File: src/sync_length_crc_frame_parser_defines.svh
// assertion macros for the sync/length/crc frame parser
// used by the top level only; no other dependencies
`ifndef SYNC_LENGTH_CRC_FRAME_PARSER_DEFINES_SVH
`define SYNC_LENGTH_CRC_FRAME_PARSER_DEFINES_SVH

`ifndef SYNTH
// same-cycle implication under async active-low reset
`define SLCFP_ASSERT_IMPLY(label, clk, rst_n, ante, cons) \
	label: assert property (@(posedge clk) disable iff (!rst_n) (ante) |-> (cons)) \
		else $error("assertion failed: same-cycle implication");
// next-cycle implication under async active-low reset
`define SLCFP_ASSERT_NEXT(label, clk, rst_n, ante, cons) \
	label: assert property (@(posedge clk) disable iff (!rst_n) (ante) |=> (cons)) \
		else $error("assertion failed: next-cycle implication");
`else
`define SLCFP_ASSERT_IMPLY(label, clk, rst_n, ante, cons)
`define SLCFP_ASSERT_NEXT(label, clk, rst_n, ante, cons)
`endif

`endif

File: src/slcfp_pkg.sv
// shared types, constants and the crc helper for the frame parser
// no dependencies
package slcfp_pkg;

	// default payload capacity and fixed field widths
	localparam int MAX_PAYLOAD_DEF = 32;
	localparam int MIN_LEN         = 2;
	localparam int BYTE_W          = 8;
	localparam int CNT_W           = 6;
	localparam int IDX_W           = 5;
	localparam int CFG_IDX_W       = 8;
	localparam int TDATA_W         = 40;

	// crc-16/ccitt-false
	localparam logic [15:0] CRC_INIT = 16'hFFFF;
	localparam logic [15:0] CRC_POLY = 16'h1021;

	// configuration register indexes
	localparam logic [CFG_IDX_W-1:0] REG_SYNC_FIRST  = 8'd0;
	localparam logic [CFG_IDX_W-1:0] REG_SYNC_SECOND = 8'd1;

	// reset values of the sync registers
	localparam logic [BYTE_W-1:0] SYNC_FIRST_RST  = 8'hAA;
	localparam logic [BYTE_W-1:0] SYNC_SECOND_RST = 8'h55;

	typedef enum logic [2:0] {
		PH_SYNC0,
		PH_SYNC1,
		PH_LEN,
		PH_BODY,
		PH_CRCL,
		PH_CRCH,
		PH_DRAIN
	} phase_t;

	// one byte through the msb-first crc, eight shift steps
	function automatic logic [15:0] crc_byte(input logic [15:0] crc_in,
	                                         input logic [7:0] b);
		logic [15:0] c;
		c = crc_in ^ {b, 8'h00};
		for (int k = 0; k < 8; k++) begin
			if (c[15]) begin
				c = {c[14:0], 1'b0} ^ CRC_POLY;
			end else begin
				c = {c[14:0], 1'b0};
			end
		end
		return c;
	endfunction

endpackage

File: src/slcfp_ram.sv
// generic simple dual-port ram, one write and one registered read port
// no dependencies
module slcfp_ram #(
	parameter int WIDTH = 8,
	parameter int DEPTH = 34
) (
	input  logic                     clk,
	input  logic                     wr_en,
	input  logic [$clog2(DEPTH)-1:0] wr_addr,
	input  logic [WIDTH-1:0]         wr_data,
	input  logic                     rd_en,
	input  logic [$clog2(DEPTH)-1:0] rd_addr,
	output logic [WIDTH-1:0]         rd_data
);

	logic [WIDTH-1:0] mem [DEPTH];

	// write port and registered read port
	always_ff @(posedge clk) begin
		if (wr_en) begin
			mem[wr_addr] <= wr_data;
		end
		if (rd_en) begin
			rd_data <= mem[rd_addr];
		end
	end

endmodule

File: src/sync_length_crc_frame_parser.sv
// Frame parser: hunts for a two-byte sync pair (a repeated first sync byte is
// tolerated), reads a length byte in 2..2+MAX_PAYLOAD, stores the body bytes
// (type, message id, payload) in a body ram and checks a little-endian
// crc-16/ccitt-false over length and body, one byte per cycle. On a match it
// emits a header result, then one result per payload byte read back from the
// body ram, with tlast on the final result; a mismatch emits nothing. While
// a frame is received the block takes one byte every cycle. After a good
// frame with N payload bytes the input stalls while the payload drains:
// the drain keeps one body-ram read in flight at a time and each read
// waits for the output register to free up, so downstream stalls lengthen
// it. The crc byte completing a frame waits until the output register is
// free. No clearing pass follows reset.
// depends on slcfp_pkg, slcfp_ram and sync_length_crc_frame_parser_defines.svh
`include "sync_length_crc_frame_parser_defines.svh"

module sync_length_crc_frame_parser #(
	parameter int MAX_PAYLOAD = slcfp_pkg::MAX_PAYLOAD_DEF
) (
	input  logic                               clk,
	input  logic                               arst_n,
	// configuration write channel
	input  logic                               cfg_valid,
	output logic                               cfg_ready,
	input  logic [slcfp_pkg::CFG_IDX_W-1:0]    cfg_index,
	input  logic [slcfp_pkg::BYTE_W-1:0]       cfg_data,
	// received bytes
	input  logic                               s_axis_tvalid,
	output logic                               s_axis_tready,
	input  logic [slcfp_pkg::BYTE_W-1:0]       s_axis_tdata,  // [7:0] rx_byte
	// results
	output logic                               m_axis_tvalid,
	input  logic                               m_axis_tready,
	// [7:0] frame_type, [15:8] message_id, [21:16] payload_count,
	// [26:22] payload_index, [34:27] payload_data, [39:35] zero
	output logic [slcfp_pkg::TDATA_W-1:0]      m_axis_tdata,
	output logic                               m_axis_tuser,  // [0] is_payload
	output logic                               m_axis_tlast
);

	localparam int BODY_DEPTH = MAX_PAYLOAD + slcfp_pkg::MIN_LEN;
	localparam int ADDR_W     = $clog2(BODY_DEPTH);
	localparam int LEN_W      = $clog2(BODY_DEPTH + 1);
	localparam logic [slcfp_pkg::BYTE_W-1:0] MaxLen = slcfp_pkg::BYTE_W'(BODY_DEPTH);
	localparam logic [slcfp_pkg::BYTE_W-1:0] MinLen =
		slcfp_pkg::BYTE_W'(slcfp_pkg::MIN_LEN);

	slcfp_pkg::phase_t phase_q, phase_d;

	logic [slcfp_pkg::BYTE_W-1:0] sync_first_q, sync_second_q;
	logic [LEN_W-1:0]             frame_len_q, body_cnt_q, pay_cnt_q, drain_idx_q;
	logic [15:0]                  crc_q;
	logic [slcfp_pkg::BYTE_W-1:0] crc_low_q, type_q, id_q;

	logic                         rd_s1, rd_last_s1;
	logic [LEN_W-1:0]             rd_idx_s1;
	logic [slcfp_pkg::BYTE_W-1:0] ram_rd_data;

	logic                         out_valid_q, out_isp_q, out_last_q;
	logic [slcfp_pkg::BYTE_W-1:0] out_type_q, out_id_q, out_data_q;
	logic [slcfp_pkg::CNT_W-1:0]  out_cnt_q;
	logic [slcfp_pkg::IDX_W-1:0]  out_idx_q;

	logic                         in_acc, out_free;
	logic                         len_ld, body_wr, crcl_ld, hdr_ld, rd_issue, drain_last;
	logic [LEN_W-1:0]             body_cnt_nx, hdr_cnt;
	logic [7:0]                   b;

	assign b        = s_axis_tdata;
	assign out_free = !out_valid_q || m_axis_tready;
	assign in_acc   = s_axis_tvalid && s_axis_tready;

	// request ready: stalled during drain and until the output slot frees for the crc byte
	always_comb begin
		s_axis_tready = 1'b1;
		if (phase_q == slcfp_pkg::PH_DRAIN) begin
			s_axis_tready = 1'b0;
		end else if (phase_q == slcfp_pkg::PH_CRCH) begin
			s_axis_tready = out_free;
		end
	end

	assign body_cnt_nx = LEN_W'(body_cnt_q + 1'b1);
	assign hdr_cnt     = LEN_W'(frame_len_q - LEN_W'(slcfp_pkg::MIN_LEN));
	assign drain_last  = (LEN_W'(drain_idx_q + 1'b1) == pay_cnt_q);

	// next phase and per-cycle actions
	always_comb begin
		phase_d  = phase_q;
		len_ld   = 1'b0;
		body_wr  = 1'b0;
		crcl_ld  = 1'b0;
		hdr_ld   = 1'b0;
		rd_issue = 1'b0;
		unique case (phase_q)
			slcfp_pkg::PH_SYNC0: begin
				if (in_acc && b == sync_first_q) begin
					phase_d = slcfp_pkg::PH_SYNC1;
				end
			end
			slcfp_pkg::PH_SYNC1: begin
				if (in_acc) begin
					if (b == sync_second_q) begin
						phase_d = slcfp_pkg::PH_LEN;
					end else if (b != sync_first_q) begin
						phase_d = slcfp_pkg::PH_SYNC0;
					end
				end
			end
			slcfp_pkg::PH_LEN: begin
				if (in_acc) begin
					if (b < MinLen || b > MaxLen) begin
						phase_d = slcfp_pkg::PH_SYNC0;
					end else begin
						len_ld  = 1'b1;
						phase_d = slcfp_pkg::PH_BODY;
					end
				end
			end
			slcfp_pkg::PH_BODY: begin
				if (in_acc) begin
					body_wr = 1'b1;
					if (body_cnt_nx >= frame_len_q) begin
						phase_d = slcfp_pkg::PH_CRCL;
					end
				end
			end
			slcfp_pkg::PH_CRCL: begin
				if (in_acc) begin
					crcl_ld = 1'b1;
					phase_d = slcfp_pkg::PH_CRCH;
				end
			end
			slcfp_pkg::PH_CRCH: begin
				if (in_acc) begin
					phase_d = slcfp_pkg::PH_SYNC0;
					if (crc_q == {b, crc_low_q}) begin
						hdr_ld = 1'b1;
						if (hdr_cnt != '0) begin
							phase_d = slcfp_pkg::PH_DRAIN;
						end
					end
				end
			end
			slcfp_pkg::PH_DRAIN: begin
				if (!rd_s1 && out_free) begin
					rd_issue = 1'b1;
					if (drain_last) begin
						phase_d = slcfp_pkg::PH_SYNC0;
					end
				end
			end
			default: begin
				phase_d = slcfp_pkg::PH_SYNC0;
			end
		endcase
	end

	// phase register
	always_ff @(posedge clk or negedge arst_n) begin
		if (!arst_n) begin
			phase_q <= slcfp_pkg::PH_SYNC0;
		end else begin
			phase_q <= phase_d;
		end
	end

	// configuration registers, always ready
	assign cfg_ready = 1'b1;

	always_ff @(posedge clk or negedge arst_n) begin
		if (!arst_n) begin
			sync_first_q  <= slcfp_pkg::SYNC_FIRST_RST;
			sync_second_q <= slcfp_pkg::SYNC_SECOND_RST;
		end else if (cfg_valid) begin
			unique case (cfg_index)
				slcfp_pkg::REG_SYNC_FIRST:  sync_first_q  <= cfg_data;
				slcfp_pkg::REG_SYNC_SECOND: sync_second_q <= cfg_data;
				default: ;
			endcase
		end
	end

	// frame counters and running crc
	always_ff @(posedge clk or negedge arst_n) begin
		if (!arst_n) begin
			frame_len_q <= '0;
			body_cnt_q  <= '0;
			crc_q       <= slcfp_pkg::CRC_INIT;
			crc_low_q   <= '0;
		end else begin
			if (len_ld) begin
				frame_len_q <= LEN_W'(b);
				body_cnt_q  <= '0;
				crc_q       <= slcfp_pkg::crc_byte(slcfp_pkg::CRC_INIT, b);
			end
			if (body_wr) begin
				body_cnt_q <= body_cnt_nx;
				crc_q      <= slcfp_pkg::crc_byte(crc_q, b);
			end
			if (crcl_ld) begin
				crc_low_q <= b;
			end
		end
	end

	// type and id held aside for the header and every payload result
	always_ff @(posedge clk) begin
		if (body_wr && body_cnt_q == LEN_W'(0)) begin
			type_q <= b;
		end
		if (body_wr && body_cnt_q == LEN_W'(1)) begin
			id_q <= b;
		end
	end

	// drain counter and payload count
	always_ff @(posedge clk or negedge arst_n) begin
		if (!arst_n) begin
			pay_cnt_q   <= '0;
			drain_idx_q <= '0;
		end else begin
			if (hdr_ld) begin
				pay_cnt_q   <= hdr_cnt;
				drain_idx_q <= '0;
			end else if (rd_issue) begin
				drain_idx_q <= LEN_W'(drain_idx_q + 1'b1);
			end
		end
	end

	// body store
	slcfp_ram #(
		.WIDTH (slcfp_pkg::BYTE_W),
		.DEPTH (BODY_DEPTH)
	) u_body_ram (
		.clk     (clk),
		.wr_en   (body_wr),
		.wr_addr (body_cnt_q[ADDR_W-1:0]),
		.wr_data (b),
		.rd_en   (rd_issue),
		.rd_addr (ADDR_W'(drain_idx_q + LEN_W'(slcfp_pkg::MIN_LEN))),
		.rd_data (ram_rd_data)
	);

	// read in flight
	always_ff @(posedge clk or negedge arst_n) begin
		if (!arst_n) begin
			rd_s1 <= 1'b0;
		end else begin
			rd_s1 <= rd_issue;
		end
	end

	always_ff @(posedge clk) begin
		if (rd_issue) begin
			rd_idx_s1  <= drain_idx_q;
			rd_last_s1 <= drain_last;
		end
	end

	// output register valid
	always_ff @(posedge clk or negedge arst_n) begin
		if (!arst_n) begin
			out_valid_q <= 1'b0;
		end else if (hdr_ld || rd_s1) begin
			out_valid_q <= 1'b1;
		end else if (m_axis_tready) begin
			out_valid_q <= 1'b0;
		end
	end

	// output register payload
	always_ff @(posedge clk) begin
		if (hdr_ld) begin
			out_isp_q  <= 1'b0;
			out_type_q <= type_q;
			out_id_q   <= id_q;
			out_cnt_q  <= slcfp_pkg::CNT_W'(hdr_cnt);
			out_idx_q  <= '0;
			out_data_q <= '0;
			out_last_q <= (hdr_cnt == '0);
		end else if (rd_s1) begin
			out_isp_q  <= 1'b1;
			out_idx_q  <= slcfp_pkg::IDX_W'(rd_idx_s1);
			out_data_q <= ram_rd_data;
			out_last_q <= rd_last_s1;
		end
	end

	assign m_axis_tvalid = out_valid_q;
	assign m_axis_tuser  = out_isp_q;
	assign m_axis_tlast  = out_last_q;
	assign m_axis_tdata  = {5'd0, out_data_q, out_idx_q, out_cnt_q, out_id_q, out_type_q};

	// no input taken while the payload drains
	`SLCFP_ASSERT_IMPLY(a_no_input_in_drain, clk, arst_n,
		phase_q == slcfp_pkg::PH_DRAIN, !s_axis_tready)
	// returning read data always finds the output slot empty
	`SLCFP_ASSERT_IMPLY(a_read_lands_free, clk, arst_n, rd_s1, !out_valid_q)
	// drain index stays inside the payload
	`SLCFP_ASSERT_IMPLY(a_drain_in_range, clk, arst_n,
		phase_q == slcfp_pkg::PH_DRAIN, drain_idx_q < pay_cnt_q)
	// a header always follows a completed crc byte acceptance with a match
	`SLCFP_ASSERT_NEXT(a_hdr_loads_output, clk, arst_n, hdr_ld,
		m_axis_tvalid && !m_axis_tuser)

endmodule

File: config.mk
export PLATFORM = sky130hd
export DESIGN_NAME = sync_length_crc_frame_parser
export DESIGN_NICKNAME = d
export VERILOG_FILES = /design/src/slcfp_pkg.sv /design/src/slcfp_ram.sv /design/src/sync_length_crc_frame_parser.sv
export VERILOG_INCLUDE_DIRS = /design/src /design/src/src
export SDC_FILE = /design/constraint.sdc
export NUM_CORES = 1
export LEC_CHECK = 0
export ABC_AREA = 1
export BUFFER_PORTS_ARGS = -buffer_cell sky130_fd_sc_hd__clkbuf_2
export CAP_MARGIN = 10
export CORE_MARGIN = 2
export CORE_UTILIZATION = 25
export DETAILED_ROUTE_END_ITERATION = 16
export GPL_TIMING_DRIVEN = 0
export SYNTH_ARGS = -nofsm -noshare
export SYNTH_HDL_FRONTEND = slang
export SYNTH_SLANG_ARGS = --single-unit
export TNS_END_PERCENT = 10
File: constraint.sdc
create_clock -name clk -period 3.24 [get_ports clk]
set_clock_uncertainty 0.05 [all_clocks]
set_input_delay 0.648 -clock clk [delete_from_list [all_inputs] [get_ports clk]]
set_output_delay 0.648 -clock clk [all_outputs]
set_load 0.01 [all_outputs]
==> out/qor.txt, run 1 <==
Max VDD drop: 0.336 mV
clock tree buffer depth: 3
Crit. End Element: register
FF+latch area: 11800 sq um
max reg flops: 272
Final Cycle Share: 88.4%
Critical Path RT: 3370 ps
Post-synth EDFFs: 325
Die W: 270 microns
CORE AREA: 70000 sq um
YS warnings: 0
Peak Freq: 349 MHz
GRT Total Usage: 13.0%
Initial Util: 25.3%
Crit path max-delay family: simple AND/OR/NAND/NOR gates
DRC: 0
most common cell after layout, fill and taps aside: edfxtp_1
Layout area overhead: 16.2%
power per cell area: 527 nW/um^2
ys flop type: edfxtp_1
WP buf/inv: 4
# port buffers: 67
H-tree level count: 2
first-pass GRT wire length: 72800 microns
GRT overflow: 0
DPL Wire Length: 32900 microns
Layout Nets: 1766
startpoint types: register
Cell Area, Placed: 19300 sq um
vias in the first global route: 12020
Mean Syn Cell Area: 11.0 sq um
most frequent cells in the layout: edfxtp_1 (325), nand2_1 (279), nor2_1 (266), o21ai_0 (171), nand3_1 (88)
final hold violations: 0
IO Pins: 74
pin count of the biggest net entering global routing: 43
drt first pass iters: 5
initial antenna violation count: 1
Finished Layout Cells: 2695
Rel. slew slack: 18.2%
Mapped Cells: 1606
Worst-Margin Slew: 1230 ps
Post-CTS Setup Inserts: 0
r2r endpoint: u_body_ram.mem[31][4]
Multi-input gate area: 5060 sq um
register area share after synthesis: 66.6%
DRT Wirelength: 48300 microns
RSZ-0062 raised after global routing: false
Die Ht: 270 microns
endpoints failing setup: 0
min-delay worst type: in -> async
ANT cells: 0
Distinct cells, synth: 54
CTS Buf Count: 43
WL per Instance: 17.9 microns
#FFs+latches synth: 408
Final Cell Area: 20600 sq um
Post-CTS Hold Fix Bufs: 0
vias: 12508
initial drt markers: 1350
Via density: 4.64
Worst Setup Path Type: reg -> reg
clk root buf: clkbuf_16
slowest stage cell, crit path: nor3_1
Fin Setup TNS: 0 ps
fin. max-slew vios: 0
Largest regs: u_body_ram.mem: 272 flops, crc_q: 16 flops
max-cap violation count: 0
share of async-settable or async-resettable flops after synthesis: 16.9%
Fill cells: 7180
R2R Setup Slk: 370 ps
post-CTS sizing: 0
CTS tree: done
placed insts: 2620
post-route ant nets: 0
final RePlAce weighted congestion: 0.935
outcome: finished clean
Post-Syn Area: 17700 sq um
Top reg by flops: u_body_ram.mem
Skew-Pair Late Insertion Delay: 580 ps
Leakage: 7.48 nW
Critical R2R Launch: phase_q[2]
Max FO, Critical Path: 10
crit path DAT: 2990 ps
Rows: 97
number of clock sinks: 408
worst-case reg-to-reg path depth: 6
Worst path max stage delay: 1000 ps
fin crit period: 2870 ps
layout cells sized above 1: 15.0%
Die ar.: 73000 sq um
Worst-path clk slew: 60 ps
crit-path cells: buf_4 > inv_2 > nand4_2 > buf_2 > clkbuf_1 > nor3_1
==> per-layer routing <==
layer  global-route usage (%)  up-vias  share of wire [%]
met5                        0        -                  0
met3                     2.00      118                6.2
li1                         -     5784                  -
met4                     5.74        0                4.1
met1                     16.5     6137                 42
met2                     22.0      469                 48
==> stage by stage <==
| step | total power [mW] | util, % | setup slack (ps) | hold slack (ps) |
|---|---|---|---|---|
| finish | 10.9 | 29.4 | 375 | 23.4 |
| global route | 11.2 | 29.4 | 179 | 44.6 |
| CTS | 10.9 | 29.4 | 380 | 25.0 |
| detailed placement | 6.32 | 27.5 | -207 | 355 |
| global placement | 6.30 | 27.5 | -704 | 350 |
| floorplan | 6.12 | - | 649 | 302 |
==> worst register-to-register path: stages (launching register included) <==
cell and delay (ps):
dfrtp_1 360, buf_4 160, inv_2 100, nand4_2 200, buf_2 280, clkbuf_1 330
nor3_1 1000
==> how the worst max path moves through the flow <==
stage	startpoint	to	cells after the start
global placement	s_axis_tvalid	id_q[2]	5
global route	phase_q[2]	u_body_ram.mem[31][2]	6
finish	phase_q[2]	u_body_ram.mem[31][4]	6
CTS	phase_q[2]	u_body_ram.mem[31][2]	6
detailed placement	s_axis_tdata[2]	out_id_q[7]	8
floorplan	s_axis_tvalid	id_q[0]	4
==> Yosys cell counts (all sizes together) (2+ instances only) <==
master,n,share of area (%)
a21oi,24,1.0
a31oi,3,0.11
buf,60,2.3
clkbuf,24,0.52
clkinv,2,0.049
conb,2,0.042
dfrtp,45,6.4
dfstp,24,3.6
dfxtp,14,1.6
edfxtp,325,55
ha,12,0.85
inv,99,2.1
nand2,282,6.0
nand3,93,2.8
nand4,6,0.25
nor2,272,5.9
nor3,8,0.28
nor4,2,0.071
nor4b,2,0.099
o211ai,64,2.7
o21a,2,0.085
o21ai,189,5.4
o21bai,2,0.085
o221ai,4,0.20
o22ai,3,0.11
xnor2,24,1.4
xor2,14,0.73
==> layout make-up <==
type,count,share of cell area [%]
plain buffers,84,2.43
well taps,940,5.71
inverters,101,1.86
flip-flops and latches,408,57.3
repair buffers,70,1.81
multi-input cells,1017,24.6
clock inverters,19,0.766
clock buffers,56,5.51
==> power breakdown <==
| part | total, mW | leakage [nW] | internal (mW) | switching (mW) |
|---|---|---|---|---|
| registers | 5.74 | 3.84 | 5.70 | 0.0394 |
| logic | 0.475 | 3.00 | 0.148 | 0.326 |
| clock network | 4.63 | 0.634 | 2.63 | 2.00 |
| total | 10.9 | 7.48 | 8.48 | 2.37 |
==> cells by family (layout without fill, tap and decap cells) <==
kind of cell	after synthesis	in the layout	synth area share, %
fa+ha+maj	12	12	0.848
simple gates	668	668	15.5
xor+xnor	38	38	2.11
buf+inv	185	330	4.99
compound gates	293	293	9.86
other cells	2	6	0.0424
flops	408	408	66.6
No activity file was read; power rests on OpenSTA's default activity.
==> inputs of run 2 (changes only) <==
--- a/config.mk
+++ b/config.mk
@@ -9,6 +9,7 @@
 export ABC_AREA = 1
 export BUFFER_PORTS_ARGS = -buffer_cell sky130_fd_sc_hd__clkbuf_2
 export CAP_MARGIN = 10
+export CORE_ASPECT_RATIO = 0.5
 export CORE_MARGIN = 2
 export CORE_UTILIZATION = 25
 export DETAILED_ROUTE_END_ITERATION = 16
==> constraint.sdc (replaced) <==
create_clock -name clk -period 3.24 [get_ports clk]
set_clock_uncertainty 0.05 [all_clocks]
set_input_delay 0.162 -clock clk [delete_from_list [all_inputs] [get_ports clk]]
set_output_delay 0.162 -clock clk [all_outputs]
set_load 0.01 [all_outputs]
==> out/qor.txt, run 2 (synthesized netlist as in run 1, its figures left out) <==
Largest regs: u_body_ram.mem: 272 flops, crc_q: 16 flops
Die ar.: 73100 sq um (+0.18%)
GRT Total Usage: 12.5% (-0.55 points)
net switching fraction of the power: 20.8% (-1.1 points)
layout cells sized above 1: 15.5% (+0.50 points)
Finished Layout Cells: 2714 (+0.71%)
Seq pwr share: 49.4% (-3.5 points)
Pwr Total: 11.6 mW (+7.1%)
pin count of the biggest net entering global routing: 43 (unchanged)
IO Pins: 74 (unchanged)
startpoint types: register
Worst Setup Path Type: reg -> reg
max reg flops: 272 (unchanged)
GRT overflow: 0 (unchanged)
post-route ant nets: 0 (unchanged)
fin. max-slew vios: 0 (unchanged)
Internal Power: 9.21 mW (+8.6%)
DRC: 0 (unchanged)
GR peak layer: met2
P_sw: 2.42 mW (+2.0%)
max-cap violation count: 0 (unchanged)
clock tree buffer depth: 3 (unchanged)
CTS tree: done
Worst-Margin Slew: 1190 ps (-36.5 ps)
CORE AREA: 69500 sq um (-0.74%)
WL per Instance: 17.0 microns (-4.9%)
crit path DAT: 3170 ps (+180 ps)
Skew-Pair Late Insertion Delay: 550 ps (-30 ps)
Rows: 68 (-30%)
Rel. slew slack: 20.6% (+2.4 points)
Max VDD drop: 0.310 mV (-7.8%)
number of clock sinks: 408 (unchanged)
Worst-path clk slew: 60 ps (about the same)
Die W: 380 microns (+41%)
vias in the first global route: 11823 (-1.6%)
vias: 12312 (-1.6%)
clock share of power: 46.5% (+3.8 points)
H-tree level count: 2 (unchanged)
Crit. End Element: register
crit-path cells: ha_1 > buf_2 > inv_2 > clkbuf_1 > o211ai_1 > nand3_1 > nand3_1 > nand3_1 > nand2_1
endpoints failing setup: 0 (unchanged)
Leakage: 7.64 nW (+2.2%)
Comb pwr share: 4.1% (-0.3 points)
power per cell area: 555 nW/um^2 (+5.2%)
initial antenna violation count: 1 (unchanged)
RSZ-0062 raised after global routing: false
placed insts: 2626 (+0.23%)
# port buffers: 67 (unchanged)
Via density: 4.54 (-2.3%)
most common cell after layout, fill and taps aside: edfxtp_1
Peak Freq: 342 MHz (-2.1%)
outcome: finished clean
Post-CTS Setup Inserts: 0 (unchanged)
Critical Path RT: 3490 ps (+120 ps)
clk root buf: clkbuf_16
initial drt markers: 1225 (-9.3%)
Max FO, Critical Path: 10 (unchanged)
met2 Usage GRT: 20.9% (-1.0 points)
CTS Buf Count: 43 (unchanged)
DRT Wirelength: 46300 microns (-4.2%)
drt first pass iters: 6 (+1)
met1 usage in global routing: 16.1% (-0.38 points)
Most common cell on crit path: nand3_1
most frequent cells in the layout: edfxtp_1 (325), nand2_1 (279), nor2_1 (266), o21ai_0 (171), nand3_1 (88)
final RePlAce weighted congestion: 0.923 (-1.3%)
ANT cells: 0 (unchanged)
min-delay worst type: in -> reg
Die Ht: 192 microns (-29%)
Initial Util: 25.5% (+0.19 points)
Layout Nets: 1777 (+0.62%)
DPL Wire Length: 31000 microns (-5.6%)
Fin Setup TNS: 0 ps (unchanged)
routing usage on met3: 2.20% (+0.20 points)
fin crit period: 2930 ps (+61.6 ps)
final hold violations: 0 (unchanged)
slowest stage cell, crit path: clkbuf_1
Top reg by flops: u_body_ram.mem
Layout area overhead: 18.3%
first-pass GRT wire length: 69700 microns (-4.4%)
Final Cycle Share: 90.3% (+1.9 points)
Worst path max stage delay: 600 ps (-400 ps)
[run 2: changes by cell type in the layout (fill, tap and decap cells not counted), moves of 2 or more]
cell / delta
clkinvlp_4: +2
clkinv_1: -2
dlygate4sd3_1: +10
bufinv_16: +9
clkbuf_1: -5
clkinv_2: -2
clkinv_8: +2
[run 2: worst paths after layout]
path	start	end	slack, ps	cells after the start
max reg2reg	drain_idx_q[1]	u_body_ram.rd_data[7]	310	9
min reg2reg	type_q[7]	out_type_q[7]	370	0
max	drain_idx_q[1]	u_body_ram.rd_data[7]	310	9
max in group asynchronous	arst_n	crc_q[6]	2440	3
min in group asynchronous	arst_n	m_axis_tvalid	60	2
min	cfg_valid	sync_first_q[0]	30	4
[run 2: layout make-up]
| class | count | area (sq um) |
|---|---|---|
| inverter | 101 | 383 |
| timing repair buffer | 81 | 478 |
| sequential | 408 | 11800 |
| clock buffer | 51 | 1120 |
| multi-input combinational | 1017 | 5060 |
| tap | 945 | 1180 |
| buffer | 84 | 500 |
| clock inverter | 27 | 438 |
| fill | 7045 | 48600 |
[run 2: worst max-delay path, delay by kind of cell, from the launching register on]
family | cells | cell delay [ps]
buf+inv | 3 | 1060
simple gates | 4 | 480
flops | 1 | 410
compound gates | 1 | 350
fa+ha+maj | 1 | 300
[run 2: metal layers]
| layer | part of all wire (%) | wire length, microns |
|---|---|---|
| met3 | 6.5 | 3010 |
| met1 | 43 | 20000 |
| met2 | 47 | 21800 |
| met4 | 3.3 | 1510 |
| met5 | 0 | 0 |
[run 2: what timing repair did]
action,4_1_cts,5_1_grt
hold buffers,10,0
hold endpoints to repair,74,0
resized for setup,0,0
[run 2: power groups by stage]
stage	combinational, mW	sequential, mW	clock [mW]
2_1_floorplan	0.287	5.84	0
3_3_place_gp	0.451	5.85	0
3_5_place_dp	0.465	5.85	0
4_1_cts	0.478	5.74	5.47
5_1_grt	0.538	5.74	5.70
6_report	0.477	5.74	5.41
[run 2: stage by stage]
stage | hold slack (ps) | utilization (%) | instance area, sq um | worst slack [ps]
after global placement | 332 | 27.7 | 19200 | -590
after global routing | 89.3 | 30.1 | 21000 | 215
after detailed placement | 107 | 27.8 | 19300 | 293
after CTS | 23.6 | 30.1 | 21000 | 400
final | 33.5 | 30.1 | 21000 | 313
after floorplan | -184 | - | 17700 | 745
